$ cat src/rtl/ilir_pkg.sv
package ilir_pkg;

	// List geometry
	localparam int CAPACITY  = 256;
	localparam int WORD_BITS = 32;
	localparam int IDX_W     = (CAPACITY > 1) ? $clog2(CAPACITY) : 1;
	localparam int CNT_W     = $clog2(CAPACITY + 1);

	// Fixed field widths of the command and result words
	localparam int CMD_W = 3;
	localparam int POS_W = 9;
	localparam int VAL_W = 32;
	localparam int ST_W  = 2;

	// Width used for every index and count comparison
	localparam int CMP_W = (CNT_W > POS_W) ? CNT_W : POS_W;

	// Read reduction tree: group size and group count
	localparam int GROUP_SIZE = 16;
	localparam int GROUPS     = (CAPACITY + GROUP_SIZE - 1) / GROUP_SIZE;

	typedef logic [WORD_BITS-1:0] word_t;

	typedef enum logic [CMD_W-1:0] {
		CMD_READ   = 3'd0,
		CMD_WRITE  = 3'd1,
		CMD_APPEND = 3'd2,
		CMD_INSERT = 3'd3,
		CMD_REMOVE = 3'd4,
		CMD_RESIZE = 3'd5
	} cmd_e;

	typedef enum logic [ST_W-1:0] {
		ST_OK    = 2'd0,
		ST_RANGE = 2'd1,
		ST_FULL  = 2'd2
	} status_e;

	typedef enum logic [1:0] {
		OP_HOLD,
		OP_LOAD,
		OP_SHIFT_UP,
		OP_SHIFT_DOWN
	} cell_op_e;

	// Broadcast control seen by every cell of the chain
	typedef struct packed {
		cell_op_e         op;
		logic [CMP_W-1:0] pos;
		logic [CMP_W-1:0] limit;
		word_t            value;
	} cell_ctrl_t;

	typedef struct packed {
		logic [CMD_W-1:0] command;
		logic [POS_W-1:0] position;
		logic [VAL_W-1:0] item_value;
		logic [POS_W-1:0] new_count;
	} in_word_t;

	typedef struct packed {
		logic [VAL_W-1:0] read_value;
		logic [POS_W-1:0] count;
		logic [ST_W-1:0]  status;
	} out_word_t;

endpackage

$ cat src/rtl/ilir_cell.sv
module ilir_cell (
	input  logic                       clk,
	input  logic                       arst_n,
	input  logic [ilir_pkg::IDX_W-1:0] idx,
	input  ilir_pkg::cell_ctrl_t       ctrl,
	input  logic [ilir_pkg::POS_W-1:0] read_pos,
	input  ilir_pkg::word_t            left,
	input  ilir_pkg::word_t            right,
	output ilir_pkg::word_t            word,
	output ilir_pkg::word_t            tap
);

	ilir_pkg::word_t              word_q;
	logic [ilir_pkg::CMP_W-1:0]   me;
	logic                         at_pos;
	logic                         above_pos;
	logic                         below_limit;

	assign me          = ilir_pkg::CMP_W'(idx);
	assign at_pos      = (me == ctrl.pos);
	assign above_pos   = (me > ctrl.pos);
	assign below_limit = (me < ctrl.limit);

	// Load, take the left word on insert, take the right word on remove
	always_ff @(posedge clk or negedge arst_n) begin
		if (!arst_n) begin
			word_q <= '0;
		end else begin
			case (ctrl.op)
				ilir_pkg::OP_LOAD: begin
					if (at_pos) word_q <= ctrl.value;
				end
				ilir_pkg::OP_SHIFT_UP: begin
					if (at_pos) word_q <= ctrl.value;
					else if (above_pos && below_limit) word_q <= left;
				end
				ilir_pkg::OP_SHIFT_DOWN: begin
					if ((at_pos || above_pos) && below_limit) word_q <= right;
				end
				default: begin
				end
			endcase
		end
	end

	assign word = word_q;
	// Offer the word to the read tree when this cell is addressed
	assign tap  = (me == ilir_pkg::CMP_W'(read_pos)) ? word_q : '0;

endmodule

$ cat config.mk
export PLATFORM = sky130hd
export DESIGN_NAME = ilir_cell
export DESIGN_NICKNAME = d
export VERILOG_FILES = /design/src/rtl/ilir_pkg.sv /design/src/rtl/ilir_cell.sv
export SDC_FILE = /design/constraint.sdc
export NUM_CORES = 1
export LEC_CHECK = 0
export ABC_AREA = 1
export BUFFER_PORTS_ARGS = -buffer_cell sky130_fd_sc_hd__buf_2
export CAP_MARGIN = 40
export CORE_ASPECT_RATIO = 0.8
export CORE_MARGIN = 4
export CORE_UTILIZATION = 48
export CTS_CLUSTER_SIZE = 16
export DETAILED_ROUTE_END_ITERATION = 8
export PLACE_DENSITY_LB_ADDON = 0.05
export SLEW_MARGIN = 20
export SYNTH_ARGS = -nofsm -noshare
export SYNTH_HDL_FRONTEND = slang
export SYNTH_SLANG_ARGS = --single-unit
$ cat constraint.sdc
create_clock -name clk -period 1.4 [get_ports clk]
set_input_delay 0.07 -clock clk [delete_from_list [all_inputs] [get_ports clk]]
set_output_delay 0.07 -clock clk [all_outputs]
set_load 0.05 [all_outputs]
==> results.txt, run 1 <==
----------------------------------------------------
[Outcome]
  Result of the run ... finished with violations
  Failing checks ... negative setup slack

[Critical path]
  Critical-path maximum fanout ... 8
  Delay-heaviest family, CP ... simple AND/OR/NAND/NOR gates
  Endpoint arrival time on the critical path ... approximately 1.7 ns
  Library cell appearing most often on the critical path ... nand2_1
  Number of gates on the worst path with buffers counted ... 11
  R2R depth ... 2
  Buffers & Inverters on Critical Path ... 2
  Endpoint type of the worst setup path ... register
  Delay of the slowest critical-path stage ... 0.32 ns
  Type of origin of the critical path ... input pin
  Critical Path End ... word[25]
  FF-to-FF End ... word[25]
  Startpoint-to-endpoint class of the critical path ... input pin to register
  Start of the worst register-to-register path ... word[25]
  Endpoint required time on the critical path ... 1.57 ns
  Internal reg-to-reg setup slack ... 0.64 ns
  Beginning of the critical path ... idx[6]
  Crit-path cells ... buf_2 -> ha_1 -> nand2_1 -> nand2_1 -> a21boi_2 -> nand3_2 -> a21oi_4 -> clkbuf_16 -> nand2_8 -> nand2_1 -> nand2_1
  Master of the slowest instance on the critical path ... ha_1

[Floorplanning]
  Initial standard-cell utilization of the core ... 50.1%
  Floorplan Core Area ... 6440 um2
  Chip height ... between 80 and 90 um
  Chip width ... between 90 and 100 um
  Die Outline Area ... 8100 um2
  I/O pin count ... ~200
  Site Rows ... 26

[Final layout]
  Seq. cell area ... ~800 um2
  Final design utilization ... approximately nine tenths
  Filler cell count in the final layout ... 321
  Post-route non-filler standard cell count ... around 840
  Commonest non-fill, non-tap cells in the layout ... buf_2, nand2_1, inv_1, nor2_1, buf_6
  Proportion of layout cells with a drive suffix above 1 ... a little over two fifths
  Largest register FFs ... 32
  Multi-input combinational cell area ... about 2500 um2
  Final design instance area without fill ... 5770 um2
  Fin nets ... 906
  ANT cells ... 0
  Most common cell after layout, fill and taps aside ... buf_2
  Area added between synthesis and finish ... 78.9%

[Clock network]
  Clock tree from TritonCTS ... yes
  Clock Tree Buf Depth ... 2
  TritonCTS sink count ... 32
  Cts bufs inserted ... 5
  Number of H-tree levels ... 2
  Cell chosen for the clock root ... clkbuf_8
  Clock transition time at the flip-flop clock pins of the worst setup and hold paths ... around 0.070 ns
  Source-to-sink clock delay at the later pin of the worst-skew pair ... approximately 0.28 ns

[Timing]
  Part of the cycle the worst path needs ... 107%
  RSZ-0062 raised after global routing ... yes
  Slew Viols, Final ... 0
  Final hold slack ... ~0.17 ns
  F_max ... between 0.6 and 0.7 GHz
  Max-Slew Margin vs Limit ... about 52%
  Final count of hold timing violations ... 0
  Number of setup violations in the final report ... 57
  Final min period ... about 1.5 ns
  Setup skew after layout ... 0 ns
  Pin slew with the least headroom to its limit ... 0.719 ns
  Setup slack after layout ... -0.102 ns

[Synthesis]
  Number of storage elements in the synthesis netlist ... 32
  Yosys warning total ... 0
  Synthesized area per cell ... between 6 and 7 um2
  Portion of the post-synthesis area used by sequential elements ... ~25%
  Post-Synthesis Cell Area ... roughly 3200 um2
  Top post-synthesis cells by area ... dfrtp_1, nand2_1, inv_1
  Distinct cell type count of the synthesized netlist ... 26
  Number of nets in the synthesized netlist ... 689
  Yosys top cell by area ... dfrtp_1
  Post-Synthesis Cells ... between 500 and 600
  Area share of the largest cell type after synthesis ... between 20% and 30%

[Place]
  Number of I/O port buffers ... 198
  Hpwl dp ... around 9000 um
  Post-DP Area ... about 4800 um2
  Global placer's final weighted congestion ... approximately 0.84
  Placed instance count ... approximately 810

[Power]
  Clock power frac ... about 14%
  Power density cells ... 894 nW/um2
  Part of the power in registers ... 27.9%
  Static leakage ... ~3.4 nW
  Sw power ... ~2.7 mW
  Overall power consumption ... approximately 5.2 mW
  Largest voltage drop on the vdd net ... around 560 uV
  Internal power summed over all cells ... roughly 2.4 mW
  Combinational Power Share ... 58.4%
  Fraction of power spent switching nets ... a little over half

[Detailed routing]
  Average wire per cell in the routed design ... 16.9 um
  Routed via count ... roughly 4600
  Remaining number of nets flagged by the antenna check after routing ... 0
  Number of DRC violations after detailed-routing iteration 0 ... between 200 and 300
  Number of iterations in the first detailed-routing pass ... 5
  Total DRC errors in the routed layout ... 0
  Wire length reported by the detailed router ... ~14000 um
  Average vias per placed instance ... between 5 and 6

[Global routing]
  Pin count of the biggest net entering global routing ... 37
  Remaining global-route overflow ... 0
  Wire length of the first global-routing pass ... between 15000 and 20000 um
  Gr usage total ... between 20% and 30%
  Number of global-route vias before repair ... ~4100
  Initial antenna violation count ... 0

[Hold path]
  Worst min-delay path class ... input pin to register

[Run]
  Max Cap Violations ... 0

----------------------------------------------------
## stage by stage
step / setup slack [ns] / setup TNS (ns)
CTS: -0.0639 / -0.221
detailed placement: -0.349 / -14.11
finish: -0.102 / -1.94
global route: -0.222 / -6.77
global placement: -0.289 / -11.66
floorplan: -0.0835 / -0.343
## power groups by stage
| stage | registers [mW] | clock network (mW) | logic [mW] |
|---|---|---|---|
| after global placement | 1.41 | 0 | 2.51 |
| after detailed placement | 1.42 | 0 | 2.58 |
| final | 1.44 | 0.709 | 3.01 |
| after floorplan | 2.26 | 0 | 0.956 |
| after CTS | 1.40 | 0.700 | 2.66 |
| after global routing | 1.46 | 0.745 | 3.20 |
## cell usage after synthesis
cell type / n
a22oi_1: 31
buf_2: 13
o22ai_1: 1
nand3_2: 1
a21oi_1: 4
o21ai_0: 6
nor3_1: 33
nor2_1: 43
o21ai_1: 27
buf_6: 4
buf_1: 2
a21oi_4: 1
or2_1: 1
xnor2_1: 3
buf_4: 3
inv_1: 99
ha_1: 18
nand2_2: 1
dfrtp_1: 32
a21boi_0: 2
a22o_1: 1
nand3_1: 38
nand2_4: 1
clkbuf_1: 11
nand2_1: 159
a211oi_1: 1
## layer usage
metal	wire length (um)	part of all wire [%]	global-route usage, %
met1	4900	35	34.1
met2	7390	52	53.2
met3	1210	8.6	4.38
met4	660	4.7	8.87
met5	0	0	0
## area by class of cell
type                       count  share of cell area (%)
inverter                      99                    6.62
sequential                    32                    13.9
multi-input combinational    375                    43.5
timing repair buffer         240                    32.6
clock buffer                   5                    1.19
tap                           84                    1.82
clock inverter                 3                   0.325
## worst min path at each step
stage,cells past startpoint,slack [ns],to,startpoint
floorplan,0,-0.23,word[0],arst_n
global placement,1,0.16,word[25],arst_n
detailed placement,1,0.15,word[25],arst_n
CTS,5,0.16,word[11],ctrl[11]
global route,5,0.20,word[5],right[5]
finish,5,0.17,word[17],right[17]
## cell families after synthesis
| group | count (synthesis) | share of synthesized area (%) |
|---|---|---|
| flip-flops | 32 | 24.8 |
| AO/OA/AOI/OAI | 74 | 14.6 |
| XOR/XNOR | 3 | 0.815 |
| adder cells (fa/ha/maj) | 18 | 6.98 |
| buffers and inverters | 132 | 17.2 |
| AND/OR/NAND/NOR | 277 | 35.6 |
## tightest hold or removal path: stages
cell and delay (ns):
buf_2 0.07, a22oi_1 0.06, o21ai_1 0.08, nand3_1 0.08, nand2_1 0.06
## timing repair
| item | in CTS | in global routing |
|---|---|---|
| pin swaps | 8 | 15 |
| buffers inserted | 1 | 6 |
| endpoints found under the setup margin | 64 | 64 |
| hold buffers | 1 | 0 |
| cloned | 3 | 8 |
| resized for setup | 80 | 65 |
| hold endpoints to repair | 32 | 0 |
Power figures use the tool's default switching activity.
==> run 2, diff against run 1 <==
CORE_ASPECT_RATIO = 2   (was 0.8)
==> run 2 against run 1 <==
  * The run still ends with negative setup slack left
  * Via count fell by 5.8%
  * Global-route usage down 0.88 points
  * Register-to-register slack better by 0.08 ns
  * Combinational power down 6%
  * Worst hold slack gained 0.0019 ns
  * Non-clock buffer count shrank 10
  * Critical endpoint is now tap[11]
  * Flip-flop and latch count unchanged
  * Clock power increased by 72%
  * Largest cell class unchanged
==> results.txt, run 2 (synthesis results as in run 1) <==
----------------------------------------------------
[Global routing]
  Gr usage total ... 27.7% (was 28.6%)
  Remaining global-route overflow ... 0 (unchanged)
  Number of global-route vias before repair ... 3995 (was 4116)
  Initial antenna violation count ... 0 (unchanged)
  Wire length of the first global-routing pass ... 17700 um (was 18700 um)
  Pin count of the biggest net entering global routing ... 44 (was 37)

[Timing]
  Setup skew after layout ... 0 ns (unchanged)
  Final count of hold timing violations ... 0 (unchanged)
  Final hold slack ... 0.172 ns (was 0.170 ns)
  Part of the cycle the worst path needs ... 106% (was 107%)
  Number of setup violations in the final report ... 63 (was 57)
  Slew Viols, Final ... 0 (unchanged)
  F_max ... 0.671 GHz (was 0.666 GHz)
  Final min period ... 1.49 ns (was 1.50 ns)
  Max-Slew Margin vs Limit ... 50.3% (was 52.0%)
  RSZ-0062 raised after global routing ... yes (unchanged)
  Pin slew with the least headroom to its limit ... 0.746 ns (was 0.719 ns)
  Setup slack after layout ... -0.0903 ns (was -0.102 ns)

[Power]
  Overall power consumption ... 5.47 mW (was 5.15 mW)
  Combinational Power Share ... 51.9% (was 58.4%)
  Fraction of power spent switching nets ... 47.7% (was 52.6%)
  Sw power ... 2.61 mW (was 2.71 mW)
  Power density cells ... 983 nW/um2 (was 894 nW/um2)
  Static leakage ... 3.36 nW (was 3.42 nW)
  Internal power summed over all cells ... 2.86 mW (was 2.44 mW)
  Part of the power in registers ... 25.9% (was 27.9%)
  Largest voltage drop on the vdd net ... 880 uV (was 562 uV)
  Clock power frac ... 22.2% (was 13.8%)

[Critical path]
  Buffers & Inverters on Critical Path ... 5 (was 2)
  Critical-path maximum fanout ... 6 (was 8)
  Crit-path cells ... buf_8 -> buf_6 -> a211oi_2 -> buf_4 -> nand3_4 -> buf_12 -> nor3_4 -> buf_6 (was buf_2 -> ha_1 -> nand2_1 -> nand2_1 -> a21boi_2 -> nand3_2 -> a21oi_4 -> clkbuf_16 -> nand2_8 -> nand2_1 -> nand2_1)
  Beginning of the critical path ... idx[3] (was idx[6])
  Library cell appearing most often on the critical path ... buf_6 (was nand2_1)
  Delay of the slowest critical-path stage ... 0.23 ns (was 0.32 ns)
  Type of origin of the critical path ... input pin (unchanged)
  R2R depth ... 2 (unchanged)
  FF-to-FF End ... word[15] (was word[25])
  Number of gates on the worst path with buffers counted ... 8 (was 11)
  Delay-heaviest family, CP ... buffers and inverters (was simple AND/OR/NAND/NOR gates)
  Endpoint type of the worst setup path ... output port (was register)
  Endpoint arrival time on the critical path ... 1.42 ns (was 1.67 ns)
  Internal reg-to-reg setup slack ... 0.72 ns (was 0.64 ns)
  Startpoint-to-endpoint class of the critical path ... input pin to output port (was input pin to register)
  Critical Path End ... tap[11] (was word[25])
  Start of the worst register-to-register path ... word[15] (was word[25])
  Endpoint required time on the critical path ... 1.33 ns (was 1.57 ns)
  Master of the slowest instance on the critical path ... buf_12 (was ha_1)

[Detailed routing]
  Number of iterations in the first detailed-routing pass ... 5 (unchanged)
  Wire length reported by the detailed router ... 12200 um (was 14200 um)
  Number of DRC violations after detailed-routing iteration 0 ... 257 (was 267)
  Average wire per cell in the routed design ... 14.7 um (was 16.9 um)
  Remaining number of nets flagged by the antenna check after routing ... 0 (unchanged)
  Total DRC errors in the routed layout ... 0 (unchanged)
  Routed via count ... 4305 (was 4570)
  Average vias per placed instance ... 5.17 (was 5.45)

[Hold path]
  Worst min-delay path class ... input pin to register (unchanged)
  Min-Delay Path Depth ... 5 (unchanged)

[Final layout]
  Final design utilization ... 84.6% (was 89.5%)
  Area added between synthesis and finish ... 72.4% (was 78.9%)
  Final design instance area without fill ... 5560 um2 (was 5770 um2)
  ANT cells ... 0 (unchanged)
  Proportion of layout cells with a drive suffix above 1 ... 39.7% (was 43.2%)
  Commonest non-fill, non-tap cells in the layout ... buf_2, nand2_1, inv_1, nor2_1, buf_6 (unchanged)
  Most common cell after layout, fill and taps aside ... buf_2 (unchanged)
  Fin nets ... 896 (was 906)
  Filler cell count in the final layout ... 429 (was 321)
  Seq. cell area ... 801 um2 (unchanged)
  Multi-input combinational cell area ... 2380 um2 (was 2510 um2)
  Largest register FFs ... 32 (unchanged)

[Floorplanning]
  I/O pin count ... 199 (unchanged)
  Chip width ... 66.0 um (was 99.6 um)
  Floorplan Core Area ... 6570 um2 (was 6440 um2)
  Chip height ... 124 um (was 81.3 um)
  Die Outline Area ... 8170 um2 (was 8100 um2)
  Initial standard-cell utilization of the core ... 49.1% (was 50.1%)
  Site Rows ... 42 (was 26)

[Clock network]
  Clock Tree Buf Depth ... 2 (unchanged)
  Clock tree from TritonCTS ... yes (unchanged)
  Source-to-sink clock delay at the later pin of the worst-skew pair ... 0.27 ns (was 0.28 ns)
  TritonCTS sink count ... 32 (unchanged)
  Clock transition time at the flip-flop clock pins of the worst setup and hold paths ... 0.05 ns (was 0.07 ns)
  Cell chosen for the clock root ... clkbuf_16 (was clkbuf_8)
  Number of H-tree levels ... 2 (unchanged)
  Cts bufs inserted ... 5 (unchanged)

[Outcome]
  Failing checks ... negative setup slack (unchanged)
  Result of the run ... finished with violations (unchanged)

[Place]
  Number of I/O port buffers ... 198 (unchanged)
  Global placer's final weighted congestion ... 0.844 (was 0.843)
  Hpwl dp ... 8570 um (was 8820 um)
  Post-DP Area ... 4840 um2 (was 4780 um2)

[Run]
  Max Cap Violations ... 0 (unchanged)

----------------------------------------------------
[run 2: cell count changes in the layout (fill, tap and decap cells not counted), moves of 2 or more]
cell / before / now
ha_1: 11 / 18
ha_4: 7 / 0
nand2_1: 149 / 155
nand2_2: 10 / 4
clkbuf_8: 5 / 0
buf_4: 17 / 13
buf_8: 5 / 1
inv_1: 90 / 94
inv_2: 6 / 3
buf_2: 159 / 161
buf_6: 39 / 37
nor3_2: 0 / 2
[run 2: routing by layer]
layer	track usage [%]	share of wire, %
met1	27.5	32
met2	55.9	56
met3	3.61	7.7
met5	0	0
met4	9.92	3.9
[run 2: through the flow]
stage	setup WS (ns)	TNS, ns	cells
after floorplan	-0.0835	-0.343	536
after global placement	-0.285	-11.51	814
final	-0.0903	-2.51	832
after detailed placement	-0.319	-13.59	814
after CTS	-0.100	-1.10	828
after global routing	-0.167	-8.01	832
[run 2: worst min path at each step]
stage,from,endpoint
floorplan,arst_n,word[0]
global placement,arst_n,word[8]
detailed placement,arst_n,word[6]
CTS,ctrl[4],word[4]
global route,right[19],word[19]
finish,ctrl[4],word[4]
[run 2: repair_timing]
action                                  4_1_cts  5_1_grt
resized for setup                            85       24
hold buffers                                  1        0
gates cloned                                  4        4
setup buffers                                 1        0
pin swaps                                     4        8
endpoints found under the setup margin       64       64
endpoints found under the hold margin        32        0
[run 2: layout make-up]
type	instances	area share, %
Tap cell	88	1.98
Inverter	99	6.78
Sequential cell	32	14.4
Clock inverter	2	0.630
Clock buffer	6	2.32
Multi-Input combinational cell	375	42.8
Timing Repair Buffer	230	31.0
[run 2: power by group through the flow]
stage / logic (mW) / registers [mW] / clock network (mW)
floorplan: 0.956 / 2.26 / 0
global placement: 2.54 / 1.41 / 0
detailed placement: 2.59 / 1.42 / 0
CTS: 2.73 / 1.41 / 1.22
global route: 3.04 / 1.44 / 1.26
finish: 2.84 / 1.41 / 1.22
[run 2: worst reg2reg max path, cell delays in order (launching register included)]
cell and delay (ns):
dfrtp_1 0.40, nand2_1 0.10, nand2_1 0.06
